$ cat config.mk
export PLATFORM = sky130hd
export DESIGN_NAME = round_trip_time_statistics
export DESIGN_NICKNAME = d
export VERILOG_FILES = /design/src/sv/rts_pkg.sv /design/src/sv/rts_front.sv /design/src/sv/rts_back.sv /design/src/sv/round_trip_time_statistics.sv
export VERILOG_INCLUDE_DIRS = /design/src /design/src/sv
export SDC_FILE = /design/constraint.sdc
export NUM_CORES = 2
export LEC_CHECK = 0
export ABC_AREA = 1
export BUFFER_PORTS_ARGS = -buffer_cell sky130_fd_sc_hd__buf_2
export CELL_PAD_IN_SITES_DETAIL_PLACEMENT = 0
export CELL_PAD_IN_SITES_GLOBAL_PLACEMENT = 1
export CORE_UTILIZATION = 47
export DETAILED_ROUTE_END_ITERATION = 8
export GPL_TIMING_DRIVEN = 1
export PLACE_DENSITY = 0.86
export SLEW_MARGIN = 20
export SYNTH_ARGS = -nofsm -noshare
export SYNTH_HDL_FRONTEND = slang
export SYNTH_HIERARCHICAL = 1
export SYNTH_SLANG_ARGS = --single-unit
$ cat constraint.sdc
create_clock -name clk -period 13.7 [get_ports clk]
set_input_delay 2.74 -clock clk [delete_from_list [all_inputs] [get_ports clk]]
set_output_delay 2.74 -clock clk [all_outputs]
set_load 0.005 [all_outputs]
$ cat src/sv/round_trip_time_statistics_macros.svh
// Assertion macros for round_trip_time_statistics
`ifndef ROUND_TRIP_TIME_STATISTICS_MACROS_SVH
`define ROUND_TRIP_TIME_STATISTICS_MACROS_SVH
`ifndef SYNTHESIS
`define RTS_ASSERT_IMPL(label, a, c) \
    label: assert property (@(posedge clk) disable iff (!rst_n) (a) |-> (c)) \
        else $error("rts assertion failed");
`define RTS_ASSERT_NEXT(label, a, c) \
    label: assert property (@(posedge clk) disable iff (!rst_n) (a) |=> (c)) \
        else $error("rts assertion failed");
`else
`define RTS_ASSERT_IMPL(label, a, c)
`define RTS_ASSERT_NEXT(label, a, c)
`endif
`endif

$ cat src/sv/rts_pkg.sv
// ----------------------------------------------------------------------------
// rts_pkg
// Types and constants for the round-trip time statistics block.
// ----------------------------------------------------------------------------
package rts_pkg;
    localparam int RTT_BITS   = 20;
    localparam int COUNT_BITS = 20;
    localparam int FIELD_BITS = 20;
    localparam int SUM_BITS   = RTT_BITS + COUNT_BITS;
    localparam int SQ_BITS    = 2 * RTT_BITS + COUNT_BITS;
    localparam int ROOT_BITS  = (SQ_BITS + 1) / 2;

    typedef struct packed {
        logic                req_type;
        logic [FIELD_BITS-1:0] rtt_us;
    } rts_in_t;

    typedef struct packed {
        logic [FIELD_BITS-1:0] sent_total;
        logic [FIELD_BITS-1:0] received_total;
        logic [FIELD_BITS-1:0] rtt_min;
        logic [FIELD_BITS-1:0] rtt_max;
        logic [FIELD_BITS-1:0] rtt_mean;
        logic [FIELD_BITS-1:0] rtt_deviation;
        logic                  saturated;
    } rts_out_t;

    // Snapshot handed from the front part to the back part.
    typedef struct packed {
        logic [COUNT_BITS-1:0] sent;
        logic [COUNT_BITS-1:0] recv;
        logic [RTT_BITS-1:0]   min_v;
        logic [RTT_BITS-1:0]   max_v;
        logic [SUM_BITS-1:0]   sum;
        logic [SQ_BITS-1:0]    sq;
        logic                  sat;
    } rts_job_t;
endpackage

$ cat src/sv/rts_front.sv
// ----------------------------------------------------------------------------
// rts_front
// Accepts events, updates counts, extremes and sums, emits snapshots.
// ----------------------------------------------------------------------------
module rts_front
    import rts_pkg::*;
(
    input  logic     clk,
    input  logic     rst_n,
    input  logic     push,
    output logic     full,
    input  rts_in_t  in_data,
    output logic     job_valid,
    input  logic     job_ready,
    output rts_job_t job
);
    localparam logic [COUNT_BITS-1:0] CMAX = {COUNT_BITS{1'b1}};

    logic [COUNT_BITS-1:0] sent_reg, recv_reg;
    logic [RTT_BITS-1:0]   min_reg, max_reg;
    logic [SUM_BITS-1:0]   sum_reg;
    logic [SQ_BITS-1:0]    sq_reg;
    logic                  sq_busy_reg;
    logic [RTT_BITS-1:0]   rtt_reg;
    logic [2*RTT_BITS-1:0] prod;
    logic                  sat_reg;
    logic                  jv_reg;
    logic [RTT_BITS-1:0]   rtt;
    logic                  accept;

    assign rtt    = in_data.rtt_us[RTT_BITS-1:0];
    assign full   = jv_reg || sq_busy_reg;
    assign accept = push && !full;
    assign prod   = rtt_reg * rtt_reg;

    assign job_valid = jv_reg;
    assign job.sent  = sent_reg;
    assign job.recv  = recv_reg;
    assign job.min_v = min_reg;
    assign job.max_v = max_reg;
    assign job.sum   = sum_reg;
    assign job.sq    = sq_reg;
    assign job.sat   = sat_reg;

    always_ff @(posedge clk or negedge rst_n)
    begin
        if (!rst_n)
        begin
            sent_reg <= '0; recv_reg <= '0; min_reg <= '0; max_reg <= '0;
            sum_reg <= '0; sq_reg <= '0; sq_busy_reg <= 1'b0; rtt_reg <= '0;
            sat_reg <= 1'b0; jv_reg <= 1'b0;
        end
        else
        begin
            if (job_valid && job_ready)
                jv_reg <= 1'b0;
            if (sq_busy_reg)
            begin
                sq_reg      <= sq_reg + SQ_BITS'(prod);
                sq_busy_reg <= 1'b0;
                jv_reg      <= 1'b1;
            end
            else if (accept)
            begin
                sat_reg <= 1'b0;
                if (!in_data.req_type)
                begin
                    if (sent_reg != CMAX)
                        sent_reg <= sent_reg + 1'b1;
                    jv_reg <= 1'b1;
                end
                else if (recv_reg == CMAX)
                begin
                    sat_reg <= 1'b1;
                    jv_reg  <= 1'b1;
                end
                else
                begin
                    if (recv_reg == '0 || rtt < min_reg)
                        min_reg <= rtt;
                    if (recv_reg == '0 || rtt > max_reg)
                        max_reg <= rtt;
                    sum_reg     <= sum_reg + SUM_BITS'(rtt);
                    recv_reg    <= recv_reg + 1'b1;
                    rtt_reg     <= rtt;
                    sq_busy_reg <= 1'b1;
                end
            end
        end
    end
endmodule

$ cat src/sv/rts_back.sv
// ----------------------------------------------------------------------------
// rts_back
// Iterative divisions and square root; holds one result for the consumer.
// ----------------------------------------------------------------------------
`include "round_trip_time_statistics_macros.svh"
module rts_back
    import rts_pkg::*;
(
    input  logic     clk,
    input  logic     rst_n,
    input  logic     job_valid,
    output logic     job_ready,
    input  rts_job_t job,
    output logic     empty,
    input  logic     pop,
    output rts_out_t out_data
);
    localparam logic [2:0] S_IDLE = 3'd0;
    localparam logic [2:0] S_DIV1 = 3'd1;
    localparam logic [2:0] S_DIV2 = 3'd2;
    localparam logic [2:0] S_MSQ  = 3'd3;
    localparam logic [2:0] S_MUL  = 3'd4;
    localparam logic [2:0] S_SQRT = 3'd5;
    localparam logic [2:0] S_DONE = 3'd6;
    localparam int CNT_W = $clog2(SQ_BITS + 1);

    logic [2:0]            state_reg;
    logic [CNT_W-1:0]      cnt_reg;
    rts_job_t              job_reg;
    logic [SQ_BITS-1:0]    quo_reg;
    logic [COUNT_BITS:0]   rem_reg;
    logic [RTT_BITS-1:0]   mean_reg;
    logic [SQ_BITS-1:0]    var_reg;
    logic [ROOT_BITS-1:0]  root_reg;
    logic [ROOT_BITS+1:0]  srem_reg;
    logic                  full_reg;
    rts_out_t              res_reg;

    logic [COUNT_BITS:0]   rem_sh, rem_sub;
    logic [ROOT_BITS+1:0]  s_sh, s_try;
    logic                  s_ok;
    logic [2*RTT_BITS-1:0] msq_prod;

    assign job_ready = (state_reg == S_IDLE);
    assign empty     = !full_reg;
    assign out_data  = res_reg;

    always_comb
    begin
        rem_sh  = {rem_reg[COUNT_BITS-1:0], quo_reg[SQ_BITS-1]};
        rem_sub = rem_sh - {1'b0, job_reg.recv};
        s_sh    = {srem_reg[ROOT_BITS-1:0], var_reg[SQ_BITS-1 -: 2]};
        s_try   = {root_reg, 2'b01};
        s_ok    = s_sh >= s_try;
        msq_prod = mean_reg * mean_reg;
    end

    always_ff @(posedge clk or negedge rst_n)
    begin
        if (!rst_n)
        begin
            state_reg <= S_IDLE; cnt_reg <= '0; full_reg <= 1'b0;
            job_reg <= '0; quo_reg <= '0; rem_reg <= '0; mean_reg <= '0;
            var_reg <= '0; root_reg <= '0; srem_reg <= '0; res_reg <= '0;
        end
        else
        begin
            if (pop && full_reg && state_reg != S_DONE)
                full_reg <= 1'b0;
            unique case (state_reg)
                S_IDLE:
                begin
                    if (job_valid)
                    begin
                        job_reg <= job;
                        quo_reg <= SQ_BITS'(job.sum);
                        rem_reg <= '0;
                        cnt_reg <= CNT_W'(SQ_BITS);
                        state_reg <= (job.recv == '0) ? S_DONE : S_DIV1;
                        mean_reg <= '0;
                        root_reg <= '0;
                    end
                end
                S_DIV1, S_DIV2:
                begin
                    if (!rem_sub[COUNT_BITS])
                    begin
                        rem_reg <= rem_sub;
                        quo_reg <= {quo_reg[SQ_BITS-2:0], 1'b1};
                    end
                    else
                    begin
                        rem_reg <= rem_sh;
                        quo_reg <= {quo_reg[SQ_BITS-2:0], 1'b0};
                    end
                    cnt_reg <= cnt_reg - 1'b1;
                    if (cnt_reg == CNT_W'(1))
                        state_reg <= (state_reg == S_DIV1) ? S_MSQ : S_MUL;
                end
                S_MSQ:
                begin
                    mean_reg  <= quo_reg[RTT_BITS-1:0];
                    quo_reg   <= job_reg.sq;
                    rem_reg   <= '0;
                    cnt_reg   <= CNT_W'(SQ_BITS);
                    state_reg <= S_DIV2;
                end
                S_MUL:
                begin
                    var_reg <= (quo_reg > SQ_BITS'(msq_prod))
                        ? (quo_reg - SQ_BITS'(msq_prod)) : '0;
                    srem_reg  <= '0;
                    root_reg  <= '0;
                    cnt_reg   <= CNT_W'(ROOT_BITS);
                    state_reg <= S_SQRT;
                end
                S_SQRT:
                begin
                    var_reg <= {var_reg[SQ_BITS-3:0], 2'b00};
                    if (s_ok)
                    begin
                        srem_reg <= s_sh - s_try;
                        root_reg <= {root_reg[ROOT_BITS-2:0], 1'b1};
                    end
                    else
                    begin
                        srem_reg <= s_sh;
                        root_reg <= {root_reg[ROOT_BITS-2:0], 1'b0};
                    end
                    cnt_reg <= cnt_reg - 1'b1;
                    if (cnt_reg == CNT_W'(1))
                        state_reg <= S_DONE;
                end
                S_DONE:
                begin
                    if (!full_reg || pop)
                    begin
                        res_reg.sent_total     <= FIELD_BITS'(job_reg.sent);
                        res_reg.received_total <= FIELD_BITS'(job_reg.recv);
                        res_reg.rtt_min  <= (job_reg.recv != '0) ? FIELD_BITS'(job_reg.min_v) : '0;
                        res_reg.rtt_max  <= (job_reg.recv != '0) ? FIELD_BITS'(job_reg.max_v) : '0;
                        res_reg.rtt_mean      <= FIELD_BITS'(mean_reg);
                        res_reg.rtt_deviation <= FIELD_BITS'(root_reg);
                        res_reg.saturated     <= job_reg.sat;
                        full_reg  <= 1'b1;
                        state_reg <= S_IDLE;
                    end
                end
                default: state_reg <= S_IDLE;
            endcase
        end
    end

    `RTS_ASSERT_IMPL(a_take_idle, job_valid && job_ready, state_reg == S_IDLE)
    `RTS_ASSERT_NEXT(a_done_fill, state_reg == S_DONE && (!full_reg || pop), full_reg)
    `RTS_ASSERT_IMPL(a_sat_recv, full_reg && res_reg.saturated,
                     res_reg.received_total == {FIELD_BITS{1'b1}})
endmodule

$ cat src/sv/round_trip_time_statistics.sv
// ----------------------------------------------------------------------------
// round_trip_time_statistics
// Ping round-trip statistics: counts, min, max, mean and deviation.
// ----------------------------------------------------------------------------
// channel  | handshake    | payload
// input    | push / full  | in_data  (rts_in_t)
// result   | empty / pop  | out_data (rts_out_t)
// A transmit before any receive skips the back part's arithmetic; any other event
// goes through two 60-step restoring divisions and a 30-step square root in the back part.
// One item is in the back part while the front part holds the next one.
// Reset clears all statistics; no clearing pass.
// A stalled result holds the back part; full rises behind it.
module round_trip_time_statistics
    import rts_pkg::*;
(
    input  logic     clk,
    input  logic     rst_n,
    input  logic     push,
    output logic     full,
    input  rts_in_t  in_data,
    output logic     empty,
    input  logic     pop,
    output rts_out_t out_data
);
    logic     job_valid, job_ready;
    rts_job_t job;

    rts_front u_front (
        .clk(clk), .rst_n(rst_n), .push(push), .full(full), .in_data(in_data),
        .job_valid(job_valid), .job_ready(job_ready), .job(job)
    );

    rts_back u_back (
        .clk(clk), .rst_n(rst_n), .job_valid(job_valid), .job_ready(job_ready),
        .job(job), .empty(empty), .pop(pop), .out_data(out_data)
    );
endmodule

Word level (Yosys, flattened, before mapping)
Index checks and enable logic that the tools add are counted.
{"block": "totals", "reg_bits": 695, "out_inout_bits": 123, "elab_cells": 135, "inputBits": 25}
{"block": "op_classes", "n_mux": 40, "n_mul": 2, "n_reduce_logical": 32, "n_eq_ne": 14, "magnitude_cmp": 4, "addsub": 8, "bitwise": 3}
{"operator": "one-hot mux 60 bit (3 select lines)", "n": 1}
{"operator": "two-way mux 60 bit", "n": 2}
{"operator": "one-hot mux 60 bit (2 select lines)", "n": 1}
{"operator": "two-way mux 20 bit", "n": 5}
{"operator": "one-hot mux 30 bit (3 select lines)", "n": 1}
{"operator": "multiplier 20 x 20 -> 40 bit", "n": 2}
{"operator": "adder 60 x 40 -> 60 bit", "n": 1}
{"operator": "greater-than comparator 60 x 40 -> 1 bit", "n": 1}
{"operator": "two-way mux 30 bit", "n": 2}
{"operator": "one-hot mux 20 bit (3 select lines)", "n": 1}
{"operator": "one-hot mux 30 bit (2 select lines)", "n": 1}
{"operator": "subtractor 60 x 40 -> 60 bit", "n": 1}
{"operator": "adder 20 x 1 -> 20 bit (second input constant)", "n": 2}
{"operator": "adder 40 x 20 -> 40 bit", "n": 1}
{"operator": "one-hot mux 20 bit (2 select lines)", "n": 1}
{"operator": ">= comparator 32 bit", "n": 1}
{"operator": "subtractor 30 bit", "n": 1}
{"operator": "one-hot mux 6 bit (4 select lines)", "n": 1}
{"operator": "subtractor 21 x 20 -> 21 bit", "n": 1}
{"operator": "== test 20 bit (second input constant)", "n": 1}
{"operator": "greater-than comparator 20 bit", "n": 1}
{"operator": "logical NOT 20 bit", "n": 1}
{"operator": "less-than comparator 20 bit", "n": 1}
{"operator": "inequality test 20 bit (second input constant)", "n": 1}
{"operator": "other kinds (26)", "n": 71}

Logic depth before layout (Yosys ltp)
{"block": "logic_depth", "word_depth": 7, "ltp_mapped": 43, "depth_no_buf": 42}

Hierarchy
The synthesis kept the hierarchy.
{"module": "rts_back", "area_per_inst_um2": 40423.8, "seq_area_each_um2": 12311.8, "cells_each": 5331, "n_inst": 1}
{"module": "rts_front", "area_per_inst_um2": 25929.9, "seq_area_each_um2": 5079.9, "cells_each": 3496, "n_inst": 1}

Worst setup path after synthesis
Ideal clock, no wire load.
{"block": "synth_path", "kind": "flip-flop to flip-flop", "startpoint": "reg u_back.mean_reg[10]", "endpoint": "reg u_back.var_reg[38]", "slack_ps": 5947, "path_buffers": 3, "stages_incl_launch_ff": 36, "synth_period_minus_slack_ps": 7753, "required_time_ps": 13576, "arrival_ps": 7629, "setup_ps": 124, "cell_sequence": "dfrtp_1 clkbuf_1 buf_1 nand2_1 fa_1 inv_1 fa_1 inv_1 fa_1 inv_1 fa_1 inv_1 fa_1 inv_1 fa_1 inv_1 fa_1 inv_1 ha_1 nand2_1 nor2_1 nor4b_1 nand2_1 nand2_1 nand3_1 nand3_1 nand2_1 ha_1 nand4_1 nor3_4 nand3_1 o21ai_2 inv_2 nand2_4 buf_6 o21bai_1"}
{"block": "synth_between", "elab_chain_cells": 4, "elab_cells_between_ends": 5, "cone_classes": "1 x add/sub; 1 x mul; 1 x order compare; 2 x mux"}
{"element": "start: declaration", "line": "rts_back.sv:32", "source": "logic [RTT_BITS-1:0] mean_reg;"}
{"element": "start signal: assignment", "line": "rts_back.sv:102", "source": "mean_reg <= quo_reg[RTT_BITS-1:0];"}
{"element": "multiplier 20 x 20 -> 40 bit *", "line": "rts_back.sv:55", "source": "msq_prod = mean_reg * mean_reg;"}
{"element": "subtractor 60 x 40 -> 60 bit or greater-than comparator 60 x 40 -> 1 bit (tied branches)", "line": "rts_back.sv:111, rts_back.sv:110"}
{"element": "two-way mux 60 bit *", "line": "rts_back.sv:111", "source": "? (quo_reg - SQ_BITS'(msq_prod)) : '0;"}
{"element": "one-hot mux 60 bit (2 select lines) *", "line": "rts_back.sv:70", "source": "unique case (state_reg)"}
{"element": "end signal: assignment", "line": "rts_back.sv:110", "source": "var_reg <= (quo_reg > SQ_BITS'(msq_prod))"}
{"element": "end signal: assignment", "line": "rts_back.sv:119", "source": "var_reg <= {var_reg[SQ_BITS-3:0], 2'b00};"}
{"element": "end: declaration", "line": "rts_back.sv:33", "source": "logic [SQ_BITS-1:0] var_reg;"}
Every way passes the cells marked *; elsewhere a longest branch is shown, timed or not.
A chain may end at the register's enable or synchronous reset.

Worst setup path after layout
{"block": "layout_path", "startpoint": "reg u_back.mean_reg[8]", "endpoint": "reg u_back.var_reg[47]"}
The elaborated chain is that of the path after synthesis.

==> run summary <==
GRT Overall Usage - 28.87%
gp weighted congestion - 0.9906
Final period util - 68.82%
via-per-instance ratio - 5.208
PortBufs - 147
Max Slew Vio Count - 0
CTS Buffer Depth - 3
Seq/Total Area, Yosys - 26.21%
hold_buf cts - 0
grt total ovfl - 0
fin nets - 9936
Setup Skew - 0.06919 ns
hold crit path type - reg2reg
WP data required - 14.29 ns
Post-Synthesis Cells - 8827
CP Class - reg2reg
Iter 0 DRT Violations - 4523
FFs w/ async S/R, synth - 100.0%
Slew @ Worst Pin - 1.101 ns
Placed Instances - 10640
final setup TNS - 0 ns
Final Setup Violations - 0
Peak Freq - 106.1 MHz
vias in the first global route - 56400
Max-cap violations - 0
Die Area - 0.1427 mm^2
Synth-to-Final Area Change - 7.993%
Avg Inst Size Synth - 7.517 um^2
DRC - 0
starting density of the core - 47.50%
mapped cell area - 0.06635 mm^2
Final Hold Violating Endpoints - 0
Root Buffer - clkbuf_16
row count - 137
post-synth net total - 9914
H-tree levels - 3
drt pass-1 iters - 6
core area - 0.1397 mm^2
Avg WL per Cell - 18.79 um
reg2reg end - u_back/var_reg[47]
Max-slew headroom - 26.35%
Yosys Warn Count - 6
post-layout min period - 9.428 ns
die height - 377.7 um
Top Ports - 148
Yosys reg bits - 695
arrival time worst endpoint - 10.02 ns
largest net degree at the start of global routing - 218
HP Start - u_back/out_data[65]
Critical Path End Type - flop
RSZ-0062 raised after global routing - no
CP Max Fanout - 32
Reg-to-Reg Start - u_back/mean_reg[8]
HPWL after DPL - 160400 um
most frequent CP cell - nand2_1
initial antenna violation count - 3
hold path endpoint - u_back/out_data[65]
# Post-CTS Setup Buffers - 0
slowest CP cell - dfrtp_1
post_cts resized - 0
CP Launch Type - flop
Reg2Reg Depth - 33
hold path depth - 2
clock sink total - 695
Clock Pin Slew Worst Setup and Hold Paths - 0.06 ns
max incr delay on CP - 1.01 ns
CTS tree - yes
Distinct cells, synth - 59
Primary FF master, synth - dfrtp_1
share of layout cells above drive strength 1 - 5.374%
reg2reg setup slack - 4.27 ns
Die Span X - 377.7 um
outcome - complete, no violations
global-route wire length before repair - 319500 um
cts bufs inserted - 82
Largest register FFs - 141
Routed Antenna Nets - 0
Ant. Diodes - 0
Cell Count, Final, Fillers Out - 10790
clk_lat worst skew - 0.72 ns
Vias - 56190
final wirelength - 202800 um
EDFF count, synth - 0
[layout by cell type (no fill, tap or decap), types with 6 or more instances in the layout]
master     count
nor3_1        73
buf_4         41
o21bai_1      63
fa_1         599
a31oi_1       38
clkbuf_16     82
and2_1        10
dfrtp_1      694
or2_2          9
mux2_2        65
nand3_1      390
a21o_1         8
a21boi_0      11
bufinv_16     11
clkinv_4       6
o22ai_1       99
o21ai_1       67
nor2_1       469
clkbuf_8      15
nor4_1        24
o211ai_1      28
xnor2_1       95
clkbuf_1       7
clkinv_2      17
nand2_2       12
ha_1         463
nand3b_1      38
buf_2        146
nand4_1       75
a21oi_1      210
nand2_1     2605
xor2_1        85
o21a_1         7
o21ai_0      326
inv_1       1899
nor2_2        11
a22oi_1       35
inv_2         16
[layout make-up]
| cell class | instances | area [um^2] |
|---|---|---|
| well taps | 1876 | 2347 |
| multi-input cells | 5961 | 40620 |
| repair buffers | 192 | 1134 |
| fillers | 13760 | 68050 |
| flip-flops and latches | 695 | 17390 |
| clock inverters | 44 | 679.4 |
| clock buffers | 104 | 2285 |
| inverters | 1917 | 7201 |
[how the worst max path moves through the flow]
stage / start / to / cells past startpoint
4_1_cts: u_back/mean_reg[8] / u_back/var_reg[47] / 33
5_1_grt: u_back/mean_reg[8] / u_back/var_reg[47] / 33
6_report: u_back/mean_reg[8] / u_back/var_reg[47] / 33
2_1_floorplan: u_back/mean_reg[10] / u_back/var_reg[38] / 35
3_5_place_dp: u_back/mean_reg[8] / u_back/var_reg[47] / 33
3_3_place_gp: u_back/mean_reg[8] / u_back/var_reg[34] / 31
[metal layers]
layer	track usage [%]	part of all wire (%)
met1	39.97	45
met2	47.38	47
met3	3.087	5.7
met4	8.912	3.1
met5	0	0.016
[through the flow]
stage	cell area, um^2	setup WS, ns	hold slack, ns	util, %
CTS	71650	4.285	0.4807	51.29
global placement	68690	4.588	0.4600	49.17
global route	71660	3.746	0.4984	51.29
floorplan	66350	5.947	0.4485	-
finish	71660	4.272	0.4749	51.29
detailed placement	68690	4.355	0.4601	49.17
[critical path: cells and delay by family, from the launching register on]
family	cells	cell delay (ns)
adders and majority gates	9	3.98
DFF	1	1.01
xor gates and xnor gates	1	0.27
AOI/OAI and AO/OA	4	1.62
and+or+nand+nor	15	2.21
buffers and inverters	4	0.19
[synth_stat cells, types with 4 or more instances]
master | n | area share [%]
nor3_1 | 73 | 0.55
or2_2 | 9 | 0.085
nand4_1 | 75 | 0.71
a21o_1 | 8 | 0.091
nor2_1 | 471 | 2.7
xnor2_1 | 95 | 1.3
and2_1 | 10 | 0.094
clkbuf_1 | 142 | 0.80
a31oi_1 | 38 | 0.36
nand2_1 | 2606 | 15
nor2_2 | 11 | 0.10
o211ai_1 | 28 | 0.32
nand3_2 | 4 | 0.060
nand2_2 | 13 | 0.12
o21a_1 | 7 | 0.079
dfrtp_1 | 695 | 26
buf_6 | 15 | 0.25
inv_2 | 14 | 0.079
and3_1 | 4 | 0.038
buf_1 | 27 | 0.15
o22ai_1 | 99 | 0.93
o21ai_1 | 67 | 0.51
buf_2 | 59 | 0.45
a21oi_1 | 210 | 1.6
o21ai_0 | 327 | 2.5
a22oi_1 | 35 | 0.40
buf_4 | 9 | 0.10
nor4_1 | 24 | 0.23
xor2_1 | 85 | 1.1
ha_1 | 463 | 8.7
o21bai_1 | 63 | 0.71
inv_1 | 1903 | 11
mux2_2 | 65 | 1.1
nand3b_1 | 38 | 0.43
nand3_1 | 390 | 2.9
fa_1 | 599 | 18
a21boi_0 | 11 | 0.12
[kinds of logic (layout without fill, tap and decap cells)]
| family | Yosys count | count (layout) | share of synthesized area [%] |
|---|---|---|---|
| simple gates | 3747 | 3747 | 23.09 |
| buf+inv | 2171 | 2257 | 12.63 |
| fa+ha+maj | 1062 | 1062 | 26.80 |
| compound gates | 906 | 906 | 7.759 |
| flops | 695 | 695 | 26.21 |
| xor+xnor | 181 | 181 | 2.400 |
| mux | 65 | 65 | 1.103 |
Power is left out: the tool's default activity adds up to more than one toggle a clock period on the data nets, which glitch-free logic cannot reach.
